### src/szsf_pkg.sv
// Shared types and constants for the safezone stop filter.
// Used by safezone_stop_filter_core; depends on nothing.
`default_nettype none

package szsf_pkg;

   localparam int PRICE_W    = 32;
   localparam int FALL_DEPTH = 64;
   localparam int FALL_AW    = 6;
   localparam int HOLD_DEPTH = 16;
   localparam int HOLD_AW    = 4;
   localparam int FCNT_W     = 6;               // at most FALL_DEPTH - 1 falls
   localparam int FSUM_W     = PRICE_W + FCNT_W;
   localparam int GAIN_W     = 16;
   localparam int FWIN_W     = 7;
   localparam int HWIN_W     = 5;
   localparam int SEEN_W     = 7;
   localparam int CSR_IDX_W  = 2;
   localparam int CSR_DATA_W = 16;

   // gain * fall_sum, split in two halves of the sum
   localparam int SPLIT_W    = FSUM_W / 2;
   localparam int PROD_W     = GAIN_W + FSUM_W;
   localparam int HALF_W     = GAIN_W + FSUM_W - SPLIT_W;
   localparam int GAIN_FRAC  = 8;
   localparam int QUO_W      = PROD_W - GAIN_FRAC;
   localparam int DIV_STEPS  = QUO_W / 2;      // two quotient bits per cycle
   localparam int DCNT_W     = 5;

   localparam logic [FWIN_W-1:0] FALL_WINDOW_RST = 7'd10;
   localparam logic [HWIN_W-1:0] HOLD_WINDOW_RST = 5'd3;
   localparam logic [GAIN_W-1:0] GAIN_RST        = 16'd512;
   localparam logic [FWIN_W-1:0] FALL_WINDOW_MIN = 7'd2;
   localparam logic [FWIN_W-1:0] FALL_WINDOW_MAX = 7'(FALL_DEPTH);
   localparam logic [HWIN_W-1:0] HOLD_WINDOW_MIN = 5'd1;
   localparam logic [HWIN_W-1:0] HOLD_WINDOW_MAX = 5'(HOLD_DEPTH);
   localparam logic [SEEN_W-1:0] SEEN_MAX        = 7'd127;

   typedef enum logic [CSR_IDX_W-1:0] {
      CSR_FALL_WINDOW = 2'd0,
      CSR_HOLD_WINDOW = 2'd1,
      CSR_GAIN        = 2'd2
   } csr_index_type;

   typedef enum logic [3:0] {
      ST_IDLE,
      ST_FUPD,
      ST_MUL,
      ST_ADD,
      ST_DIV,
      ST_CAND,
      ST_WRITEC,
      ST_WALK,
      ST_WLAST,
      ST_RESULT
   } seq_state_type;

endpackage

`default_nettype wire

### src/safezone_stop_filter_core.sv
// Safezone stop filter (long side): fall ring, average fall divider and
// candidate maximum over a small ring memory. Depends on szsf_pkg.
`default_nettype none

// Usage
//  - req_*: one price word per handshake (unsigned, 16 fraction bits).
//  - rsp_*: one result word per price: stop level in tdata, level-valid in
//    tuser. level_valid rises once fall_window + hold_window - 2 prices
//    preceded the current one.
//  - csr_*: register writes (0 fall_window, 1 hold_window, 2 gain). Write only
//    while no price is in flight. A window write restarts the series; a gain
//    write keeps the history.
// Flow
//  - One price is worked on at a time. When the fall window holds no fall,
//    the average fall is skipped; otherwise the fall sum is multiplied by
//    the gain in halves (ST_MUL), the halves are added (ST_ADD) and a
//    radix-4 divider takes the average fall. A one-entry-per-cycle walk of
//    the candidate memory follows, and the next price is taken once the
//    result has been loaded into the output register.
//  - The result sits in an output register, so a stalled receiver does not
//    hold off the next price; only the following result waits for it.
// Reset
//  - Registers return to 10 / 3 / 2.0 and the history is empty: valid bits
//    mark both ring memories unwritten, so no clearing pass is needed.
module safezone_stop_filter_core
   import szsf_pkg::*;
(
   input  wire                    clock,
   input  wire                    reset,
   input  wire                    req_tvalid,
   output logic                   req_tready,
   input  wire  [PRICE_W-1:0]     req_tdata,   // [31:0] price
   output logic                   rsp_tvalid,
   input  wire                    rsp_tready,
   output logic [PRICE_W-1:0]     rsp_tdata,   // [31:0] stop_level
   output logic                   rsp_tuser,   // [0] level_valid
   input  wire                    csr_valid,
   output logic                   csr_ready,
   input  wire  [CSR_IDX_W-1:0]   csr_index,
   input  wire  [CSR_DATA_W-1:0]  csr_data
);

   // ---------------- state and registers ----------------
   seq_state_type             state_ff, state_in;

   logic [FWIN_W-1:0]         fall_window_ff, fall_window_in;
   logic [HWIN_W-1:0]         hold_window_ff, hold_window_in;
   logic [GAIN_W-1:0]         gain_ff, gain_in;

   logic [PRICE_W-1:0]        prev_price_ff, prev_price_in;
   logic [FSUM_W-1:0]         fall_sum_ff, fall_sum_in;
   logic [FCNT_W-1:0]         fall_count_ff, fall_count_in;
   logic [FALL_AW-1:0]        fall_ptr_ff, fall_ptr_in;
   logic [FALL_DEPTH-1:0]     fall_vld_ff, fall_vld_in;
   logic [HOLD_AW-1:0]        cand_ptr_ff, cand_ptr_in;
   logic [HOLD_DEPTH-1:0]     cand_vld_ff, cand_vld_in;
   logic [SEEN_W-1:0]         seen_ff, seen_in;

   logic [PRICE_W-1:0]        price_ff, price_in;
   logic                      have_prev_ff, have_prev_in;
   logic                      lvl_valid_ff, lvl_valid_in;
   logic [HALF_W-1:0]         prod_lo_ff, prod_lo_in;
   logic [HALF_W-1:0]         prod_hi_ff, prod_hi_in;
   logic [QUO_W-1:0]          quo_ff, quo_in;
   logic [FCNT_W-1:0]         rem_ff, rem_in;
   logic [DCNT_W-1:0]         div_cnt_ff, div_cnt_in;
   logic [PRICE_W-1:0]        cand_ff, cand_in;
   logic [HOLD_AW-1:0]        walk_idx_ff, walk_idx_in;
   logic [PRICE_W-1:0]        best_ff, best_in;
   logic                      cmp_ff;

   logic                      rsp_tvalid_ff, rsp_tvalid_in;
   logic [PRICE_W-1:0]        rsp_tdata_ff, rsp_tdata_in;
   logic                      rsp_tuser_ff, rsp_tuser_in;

   // memories and their registered read data
   logic [PRICE_W-1:0]        fall_mem [FALL_DEPTH];
   logic [PRICE_W-1:0]        fall_q_ff;
   logic [PRICE_W-1:0]        cand_mem [HOLD_DEPTH];
   logic [PRICE_W-1:0]        cand_q_ff;
   logic                      cand_rv_ff;

   // ---------------- derived values ----------------
   logic [FWIN_W-1:0]         n1;
   logic [HWIN_W-1:0]         n2;
   logic [FWIN_W-1:0]         diffs;
   logic [SEEN_W-1:0]         valid_after;
   logic                      accept;
   logic                      csr_we;
   logic                      csr_restart;
   logic                      out_free;
   logic                      out_load;
   logic                      fall_we;
   logic                      cand_we;
   logic                      last_step;
   logic                      walk_done;

   logic [PRICE_W-1:0]        old_fall;
   logic [PRICE_W-1:0]        new_fall;
   logic [FCNT_W-1:0]         count_upd;
   logic [PROD_W-1:0]         product;
   logic [FCNT_W:0]           r1, r2;
   logic [FCNT_W-1:0]         r1_kept, r2_kept;
   logic                      b1, b2;

   always_comb begin
      n1 = fall_window_ff;
      if (fall_window_ff < FALL_WINDOW_MIN) begin
         n1 = FALL_WINDOW_MIN;
      end else if (fall_window_ff > FALL_WINDOW_MAX) begin
         n1 = FALL_WINDOW_MAX;
      end
      n2 = hold_window_ff;
      if (hold_window_ff < HOLD_WINDOW_MIN) begin
         n2 = HOLD_WINDOW_MIN;
      end else if (hold_window_ff > HOLD_WINDOW_MAX) begin
         n2 = HOLD_WINDOW_MAX;
      end
   end

   assign diffs       = n1 - FWIN_W'(1);
   assign valid_after = SEEN_W'(n1) + SEEN_W'(n2) - SEEN_W'(2);

   assign accept      = req_tvalid && req_tready;
   assign csr_ready   = 1'b1;
   assign csr_we      = csr_valid && csr_ready;
   assign csr_restart = csr_we && (csr_index == CSR_FALL_WINDOW
                                   || csr_index == CSR_HOLD_WINDOW);
   assign out_free    = !rsp_tvalid_ff || rsp_tready;
   assign last_step   = (div_cnt_ff == DCNT_W'(DIV_STEPS - 1));
   assign walk_done   = (walk_idx_ff == HOLD_AW'(n2 - HWIN_W'(1)));

   // fall ring update terms
   assign old_fall  = fall_vld_ff[fall_ptr_ff] ? fall_q_ff : '0;
   assign new_fall  = (prev_price_ff > price_ff) ? prev_price_ff - price_ff : '0;
   assign count_upd = fall_count_ff - FCNT_W'(old_fall != '0)
                      + FCNT_W'(new_fall != '0);

   assign product = (PROD_W'(prod_hi_ff) << SPLIT_W) + PROD_W'(prod_lo_ff);

   // two restoring divide steps per cycle, divisor is the fall count
   always_comb begin
      r1      = {rem_ff, quo_ff[QUO_W-1]};
      b1      = (r1 >= {1'b0, fall_count_ff});
      r1_kept = b1 ? FCNT_W'(r1 - {1'b0, fall_count_ff}) : r1[FCNT_W-1:0];
      r2      = {r1_kept, quo_ff[QUO_W-2]};
      b2      = (r2 >= {1'b0, fall_count_ff});
      r2_kept = b2 ? FCNT_W'(r2 - {1'b0, fall_count_ff}) : r2[FCNT_W-1:0];
   end

   // ---------------- sequencer: next state ----------------
   always_comb begin
      state_in = state_ff;
      case (state_ff)
         ST_IDLE:   if (accept) state_in = ST_FUPD;
         ST_FUPD:   state_in = (fall_count_in == '0) ? ST_WRITEC : ST_MUL;
         ST_MUL:    state_in = ST_ADD;
         ST_ADD:    state_in = ST_DIV;
         ST_DIV:    if (last_step) state_in = ST_CAND;
         ST_CAND:   state_in = ST_WRITEC;
         ST_WRITEC: state_in = ST_WALK;
         ST_WALK:   if (walk_done) state_in = ST_WLAST;
         ST_WLAST:  state_in = ST_RESULT;
         ST_RESULT: if (out_free) state_in = ST_IDLE;
         default:   state_in = ST_IDLE;
      endcase
   end

   // ---------------- sequencer: outputs ----------------
   always_comb begin
      req_tready = 1'b0;
      fall_we    = 1'b0;
      cand_we    = 1'b0;
      out_load   = 1'b0;
      case (state_ff)
         ST_IDLE:   req_tready = 1'b1;
         ST_FUPD:   fall_we    = have_prev_ff;
         ST_WRITEC: cand_we    = 1'b1;
         ST_RESULT: out_load   = out_free;
         default:   req_tready = 1'b0;
      endcase
   end

   // ---------------- datapath next values ----------------
   always_comb begin
      fall_window_in = fall_window_ff;
      hold_window_in = hold_window_ff;
      gain_in        = gain_ff;
      prev_price_in  = prev_price_ff;
      fall_sum_in    = fall_sum_ff;
      fall_count_in  = fall_count_ff;
      fall_ptr_in    = fall_ptr_ff;
      fall_vld_in    = fall_vld_ff;
      cand_ptr_in    = cand_ptr_ff;
      cand_vld_in    = cand_vld_ff;
      seen_in        = seen_ff;
      price_in       = price_ff;
      have_prev_in   = have_prev_ff;
      lvl_valid_in   = lvl_valid_ff;
      prod_lo_in     = prod_lo_ff;
      prod_hi_in     = prod_hi_ff;
      quo_in         = quo_ff;
      rem_in         = rem_ff;
      div_cnt_in     = div_cnt_ff;
      cand_in        = cand_ff;
      walk_idx_in    = walk_idx_ff;
      best_in        = best_ff;

      // take a price, note validity before counting it
      if (accept) begin
         price_in     = req_tdata;
         have_prev_in = (seen_ff != '0);
         lvl_valid_in = (seen_ff >= valid_after);
         if (seen_ff != SEEN_MAX) begin
            seen_in = seen_ff + SEEN_W'(1);
         end
      end

      // retire the oldest difference, push the new one
      if (state_ff == ST_FUPD) begin
         prev_price_in = price_ff;
         cand_in       = price_ff;
         if (have_prev_ff) begin
            fall_sum_in  = fall_sum_ff - FSUM_W'(old_fall) + FSUM_W'(new_fall);
            fall_count_in = count_upd;
            fall_vld_in[fall_ptr_ff] = 1'b1;
            fall_ptr_in = (FWIN_W'(fall_ptr_ff) + FWIN_W'(1) >= diffs)
                          ? '0 : fall_ptr_ff + FALL_AW'(1);
         end
      end

      if (state_ff == ST_MUL) begin
         prod_lo_in = HALF_W'(gain_ff * fall_sum_ff[SPLIT_W-1:0]);
         prod_hi_in = HALF_W'(gain_ff * fall_sum_ff[FSUM_W-1:SPLIT_W]);
      end

      // drop the Q8.8 fraction before dividing by the count
      if (state_ff == ST_ADD) begin
         quo_in     = product[PROD_W-1:GAIN_FRAC];
         rem_in     = '0;
         div_cnt_in = '0;
      end

      if (state_ff == ST_DIV) begin
         quo_in     = {quo_ff[QUO_W-3:0], b1, b2};
         rem_in     = r2_kept;
         div_cnt_in = div_cnt_ff + DCNT_W'(1);
      end

      if (state_ff == ST_CAND) begin
         cand_in = (quo_ff >= QUO_W'(price_ff)) ? '0
                   : price_ff - PRICE_W'(quo_ff);
      end

      if (state_ff == ST_WRITEC) begin
         cand_vld_in[cand_ptr_ff] = 1'b1;
         cand_ptr_in = (HWIN_W'(cand_ptr_ff) + HWIN_W'(1) >= n2)
                       ? '0 : cand_ptr_ff + HOLD_AW'(1);
         walk_idx_in = '0;
         best_in     = '0;
      end

      if (state_ff == ST_WALK) begin
         walk_idx_in = walk_idx_ff + HOLD_AW'(1);
      end

      // compare the entry read in the previous cycle
      if (cmp_ff && cand_rv_ff && cand_q_ff > best_ff) begin
         best_in = cand_q_ff;
      end

      // register writes; window writes restart the series
      if (csr_we) begin
         case (csr_index_type'(csr_index))
            CSR_FALL_WINDOW: fall_window_in = csr_data[FWIN_W-1:0];
            CSR_HOLD_WINDOW: hold_window_in = csr_data[HWIN_W-1:0];
            CSR_GAIN:        gain_in        = csr_data[GAIN_W-1:0];
            default:         gain_in        = gain_ff;
         endcase
      end
      if (csr_restart) begin
         prev_price_in = '0;
         fall_sum_in   = '0;
         fall_count_in = '0;
         fall_ptr_in   = '0;
         fall_vld_in   = '0;
         cand_ptr_in   = '0;
         cand_vld_in   = '0;
         seen_in       = '0;
      end
   end

   // output register: load a finished result, drop it once taken
   always_comb begin
      rsp_tvalid_in = rsp_tvalid_ff && !rsp_tready;
      rsp_tdata_in  = rsp_tdata_ff;
      rsp_tuser_in  = rsp_tuser_ff;
      if (out_load) begin
         rsp_tvalid_in = 1'b1;
         rsp_tdata_in  = best_ff;
         rsp_tuser_in  = lvl_valid_ff;
      end
   end

   // ---------------- registers ----------------
   always_ff @(posedge clock) begin
      if (reset) begin
         state_ff       <= ST_IDLE;
         fall_window_ff <= FALL_WINDOW_RST;
         hold_window_ff <= HOLD_WINDOW_RST;
         gain_ff        <= GAIN_RST;
         prev_price_ff  <= '0;
         fall_sum_ff    <= '0;
         fall_count_ff  <= '0;
         fall_ptr_ff    <= '0;
         fall_vld_ff    <= '0;
         cand_ptr_ff    <= '0;
         cand_vld_ff    <= '0;
         seen_ff        <= '0;
         rsp_tvalid_ff  <= 1'b0;
         cmp_ff         <= 1'b0;
      end else begin
         state_ff       <= state_in;
         fall_window_ff <= fall_window_in;
         hold_window_ff <= hold_window_in;
         gain_ff        <= gain_in;
         prev_price_ff  <= prev_price_in;
         fall_sum_ff    <= fall_sum_in;
         fall_count_ff  <= fall_count_in;
         fall_ptr_ff    <= fall_ptr_in;
         fall_vld_ff    <= fall_vld_in;
         cand_ptr_ff    <= cand_ptr_in;
         cand_vld_ff    <= cand_vld_in;
         seen_ff        <= seen_in;
         rsp_tvalid_ff  <= rsp_tvalid_in;
         cmp_ff         <= (state_ff == ST_WALK);
      end
   end

   always_ff @(posedge clock) begin
      price_ff     <= price_in;
      have_prev_ff <= have_prev_in;
      lvl_valid_ff <= lvl_valid_in;
      prod_lo_ff   <= prod_lo_in;
      prod_hi_ff   <= prod_hi_in;
      quo_ff       <= quo_in;
      rem_ff       <= rem_in;
      div_cnt_ff   <= div_cnt_in;
      cand_ff      <= cand_in;
      walk_idx_ff  <= walk_idx_in;
      best_ff      <= best_in;
      rsp_tdata_ff <= rsp_tdata_in;
      rsp_tuser_ff <= rsp_tuser_in;
   end

   // fall ring: read the entry under the pointer every cycle
   always_ff @(posedge clock) begin
      if (fall_we) begin
         fall_mem[fall_ptr_ff] <= new_fall;
      end
      fall_q_ff <= fall_mem[fall_ptr_ff];
   end

   // candidate ring: write at the pointer, read at the walk index
   always_ff @(posedge clock) begin
      if (cand_we) begin
         cand_mem[cand_ptr_ff] <= cand_ff;
      end
      cand_q_ff  <= cand_mem[walk_idx_ff];
      cand_rv_ff <= cand_vld_ff[walk_idx_ff];
   end

   assign rsp_tvalid = rsp_tvalid_ff;
   assign rsp_tdata  = rsp_tdata_ff;
   assign rsp_tuser  = rsp_tuser_ff;

   // ---------------- assertions ----------------
   a_empty_window_no_sum: assert property (@(posedge clock) disable iff (reset)
      fall_count_ff == '0 |-> fall_sum_ff == '0)
      else $error("fall sum nonzero with no falls in the window");

   a_div_rem_bound: assert property (@(posedge clock) disable iff (reset)
      state_ff == ST_DIV |-> rem_ff < fall_count_ff)
      else $error("divider remainder not below the fall count");

   a_fall_ptr_range: assert property (@(posedge clock) disable iff (reset)
      FWIN_W'(fall_ptr_ff) < diffs)
      else $error("fall pointer beyond the difference window");

   a_cand_ptr_range: assert property (@(posedge clock) disable iff (reset)
      HWIN_W'(cand_ptr_ff) < n2)
      else $error("candidate pointer beyond the hold window");

   a_result_loaded: assert property (@(posedge clock) disable iff (reset)
      state_ff == ST_RESULT && out_free |=> rsp_tvalid_ff && state_ff == ST_IDLE)
      else $error("finished result not presented");

endmodule

`default_nettype wire
### config.mk
export PLATFORM = sky130hd
export DESIGN_NAME = safezone_stop_filter_core
export DESIGN_NICKNAME = d
export VERILOG_FILES = /design/src/szsf_pkg.sv /design/src/safezone_stop_filter_core.sv
export SDC_FILE = /design/constraint.sdc
export NUM_CORES = 2
export LEC_CHECK = 0
export BUFFER_PORTS_ARGS = -buffer_cell sky130_fd_sc_hd__buf_2
export CAP_MARGIN = 20
export CORE_UTILIZATION = 37
export CTS_CLUSTER_DIAMETER = 40
export CTS_CLUSTER_SIZE = 25
export DETAILED_ROUTE_END_ITERATION = 8
export GPL_ROUTABILITY_DRIVEN = 0
export PLACE_DENSITY_LB_ADDON = 0.15
export RECOVER_POWER = 50
export SLEW_MARGIN = 20
export SYNTH_ARGS = -nofsm -noshare
export SYNTH_HDL_FRONTEND = slang
export SYNTH_SLANG_ARGS = --single-unit
### constraint.sdc
create_clock -name clock -period 7.59 [get_ports clock]
set_input_delay 1.1385 -clock clock [delete_from_list [all_inputs] [get_ports clock]]
set_output_delay 1.1385 -clock clock [all_outputs]
set_load 0.02 [all_outputs]
==> run summary <==
The run finished, with violations left. The final reports fail on capacitance limit, slew limit. The tools report the maximum number of pins on one net before global-route repair as 118. The longest clock path from root to sink contains 4 buffers. Synthesis produced a netlist with a net count of 10900. Hold repair after CTS inserted 0 buffers. The run gives 9892 as the post-synthesis cell count. The tightest min-delay check is of the input pin to flip-flop type. sky130_fd_sc_hd__edfxtp_1 takes more of the synthesized area than any other cell.

In the global route stage, overall resource usage came out at 22.6%. The routed layout has 86500 vias. The type of destination of the critical path is a flip-flop. Setup repair after global routing left no endpoint under its margin. The number of pins exceeding their max-slew limit in the final report is 1471.

The top fanout value on the critical path is 12. Timing would allow up to 142 MHz. The share of the synthesized area in the top cell type is 59.9%. The most common cell in the synthesized netlist is sky130_fd_sc_hd__edfxtp_1. The slew at the pin closest to its max-slew limit was 4.19 ns; the number of input and output port buffers inserted was 89. Among all flip-flop cells after synthesis, the most frequent one is sky130_fd_sc_hd__edfxtp_1. Hold timing on the final database bottoms out at a slack of 0.375 ns. In the synthesized netlist, the cells that appear most often are 2814 x sky130_fd_sc_hd__edfxtp_1, 829 x sky130_fd_sc_hd__inv_1, 792 x sky130_fd_sc_hd__nand2_1. Clock tree synthesis found a total of 3086 sinks.

The die is 620 microns tall. For the post-CTS setup repair buffer count, the log shows 0. The total I/O pin count is 91. For this run, asynchronously set or reset flops after synthesis account for 0%. Compared with the post-synthesis result, the final layout area differs by 15.6%.

In this run the tightest slew margin relative to its limit is -179%. During synthesis, Yosys emitted a total of 0 warnings. The critical path crosses 22 cells after its start point. The number of register bits inferred by synthesis works out to 3086.

Yosys mapped a number of flops with a built-in enable equal to 2814. The post-CTS clock slew at the launch and capture registers of the worst setup and hold paths came out at 0.06 ns. The area of the die is 0.384 sq mm, and the number of cells on the worst hold path is 1. Startpoint type of the worst setup path: a flip-flop. The design draws 51.2 mW. Proportion of layout cells with a drive suffix above 1: 12.8%.

The post-CTS resize count was 0; the worst-case register-to-register setup slack was 0.53 ns. In this run the most critical hold path is launched from req_tdata[6]. The highest cell delay on the worst timing path was 0.68 ns. The cell area power density came out at 314 mW/mm^2. In the final routed layout, each cell accounts on average for 28.3 microns. The tools report the post-detailed-route DRC marker count as 0. Max-cap violations in this run came to 54. For this run the aggregate overflow at the end of global routing stands at 0. Setup violations remaining at the end of the flow were counted as 0.

The final layout contains routed wiring with a total length of 440000 microns. Across the routed clock network, the largest skew measured is 0.131 ns. Of the synthesized area, sequential elements account for 63.7%. The first global-routing pass estimated 632000 microns of wire. The later-pin clock latency in the skew report was 1.01 ns; the mean area per synthesized cell was 14.3 sq um.

The terminus of the critical flop-to-flop path was prod_lo_ff[34]$_DFFE_PP_. After legalization and detailed placement, the total HPWL measured 275000 microns. Once the floorplan was initialized, standard cells occupied 37.2% of the core. The slowest stage of the critical path is the sky130_fd_sc_hd__dfxtp_1 cell. Summed over all cells, the static leakage comes to 56.4 nW. The logs give 92 for the count of unique library cells instantiated by Yosys and 0 for the residual antenna-violating net count after detailed routing. In the final design database the tool counted 11200 nets. The floorplan has 226 rows.

The signal on the critical path passes through buf_4 -> nand2_1 -> fa_1 -> fa_1 -> inv_1 -> fa_1 -> inv_1 -> fa_1 -> fa_1 -> inv_1 -> fa_1 -> ha_1 -> a21oi_1 -> o2111ai_1 -> a32o_1 -> o21ai_0 -> o41ai_4 -> o21a_1 -> a21boi_0 -> o21bai_1 -> a21oi_1 -> xnor2_1. The clock period could shrink to 7.06 ns. Setup total negative slack on the finished layout was measured at 0 ns.

For the worst setup path, the data required time is 8.29 ns. IR analysis of the VDD net gives a maximum drop of 0.224 mV. The count of endpoints failing hold in the final timing report is 0. TritonCTS built the clock tree. The die width is 620 microns, and the via density per instance is 5.56. The TritonCTS buffer count was 417. STA puts the critical path data arrival time at 7.76 ns.

In this run the standard cell core region covers 0.379 sq mm. Counting stages on the worst path, the most repeated cell is sky130_fd_sc_hd__fa_1. After synthesis, the cell types taking the most area are sky130_fd_sc_hd__edfxtp_1 60%, sky130_fd_sc_hd__fa_1 7.2%, sky130_fd_sc_hd__a22oi_1 4.1%. The first TritonRoute pass finished after 5 iterations.

Number of buffers and inverters on the critical path: 4. The cell depth of the worst flop-to-flop path came out at 22. The worst-case hold path end point was price_ff[6]$_DFFE_PP_. The run gives 5 as the number of H-tree levels. The total standard cell area after synthesis is 0.141 sq mm. The start-to-end type of the worst setup path is flip-flop to flip-flop. The number of antenna violations at the first check in global routing is 24, and the period utilization is 93.1%.

On the critical path the largest part of the delay comes from adder cells. The worst register-to-register path begins at gain_ff[7]$_SDFFE_PP0P_. The via count of the first global-routing pass was 88100.

The tree is rooted in a sky130_fd_sc_hd__clkbuf_16. The critical path launch point was gain_ff[7]$_SDFFE_PP0P_. The number of DRC markers in iteration 0 came out at 8306.
==> where the power goes <==
part / leakage, nW / total, mW / switching [mW] / internal, mW
sequential: 27.8 / 20.8 / 0.873 / 20.0
clock: 6.99 / 20.3 / 8.03 / 12.2
combinational: 21.7 / 10.1 / 6.57 / 3.56
==> worst max path at each step <==
stage / end
finish: prod_lo_ff[34]$_DFFE_PP_
global route: prod_lo_ff[34]$_DFFE_PP_
CTS: prod_lo_ff[34]$_DFFE_PP_
detailed placement: prod_lo_ff[34]$_DFFE_PP_
global placement: prod_lo_ff[34]$_DFFE_PP_
floorplan: prod_hi_ff[33]$_DFFE_PP_
==> metal layers <==
metal	vias up	track usage, %	part of all wire (%)	routed length (microns)
li1	37700	-	-	-
met2	2907	37.1	47	207000
met5	-	0	0.0025	11
met4	2	7.43	3.5	15600
met1	45300	31.0	43	191000
met3	627	3.14	6.1	27000
==> through the flow <==
| step | setup WS (ns) | cell area [sq um] | utilization [%] | instances |
|---|---|---|---|---|
| after floorplan | 1.12 | 141000 | - | 9892 |
| after global routing | 0.149 | 163000 | 43.0 | 15500 |
| after global placement | 0.532 | 149000 | 39.3 | 14800 |
| final | 0.527 | 163000 | 43.1 | 15600 |
| after CTS | 0.513 | 164000 | 43.2 | 15500 |
| after detailed placement | 0.470 | 149000 | 39.3 | 14800 |
==> kinds of logic after synthesis <==
group,share of synthesized area (%)
flip-flops,63.7
AO/OA/AOI/OAI,10.9
AND/OR/NAND/NOR,6.43
buffers and inverters,3.68
adder cells (fa/ha/maj),11.2
XOR/XNOR,1.22
multiplexers,2.78
other,0.00266
==> sequential cells by signal, indices dropped and copies added, names as in the netlist, 27 cells and up <==
register,flops
fall_mem,2048
cand_mem,512
fall_vld_ff,64
quo_ff,46
fall_sum_ff,38
prod_hi_ff,35
best_ff,32
cand_ff,32
cand_q_ff,32
fall_q_ff,32
prev_price_ff,32
price_ff,32
rsp_tdata,32
prod_lo_ff,27
==> cell type report <==
type	instances	area (sq um)
antenna	16	40.0
clock buffer	470	10900
clock inverter	311	3730
fill	34100	216000
inverter	829	3110
multi-input combinational	5432	46600
sequential	3086	89900
tap	5016	6280
timing repair buffer	402	2670
==> placed cells by master, fill, tap and decap left out, drive strengths merged, types with 278 or more instances in the layout <==
cell,n
edfxtp,2814
inv,917
nand2,792
a22oi,774
clkbuf,594
fa,510
ha,451
a21oi,356
nor2,291
buf,278
No activity file was read; power rests on OpenSTA's default activity.
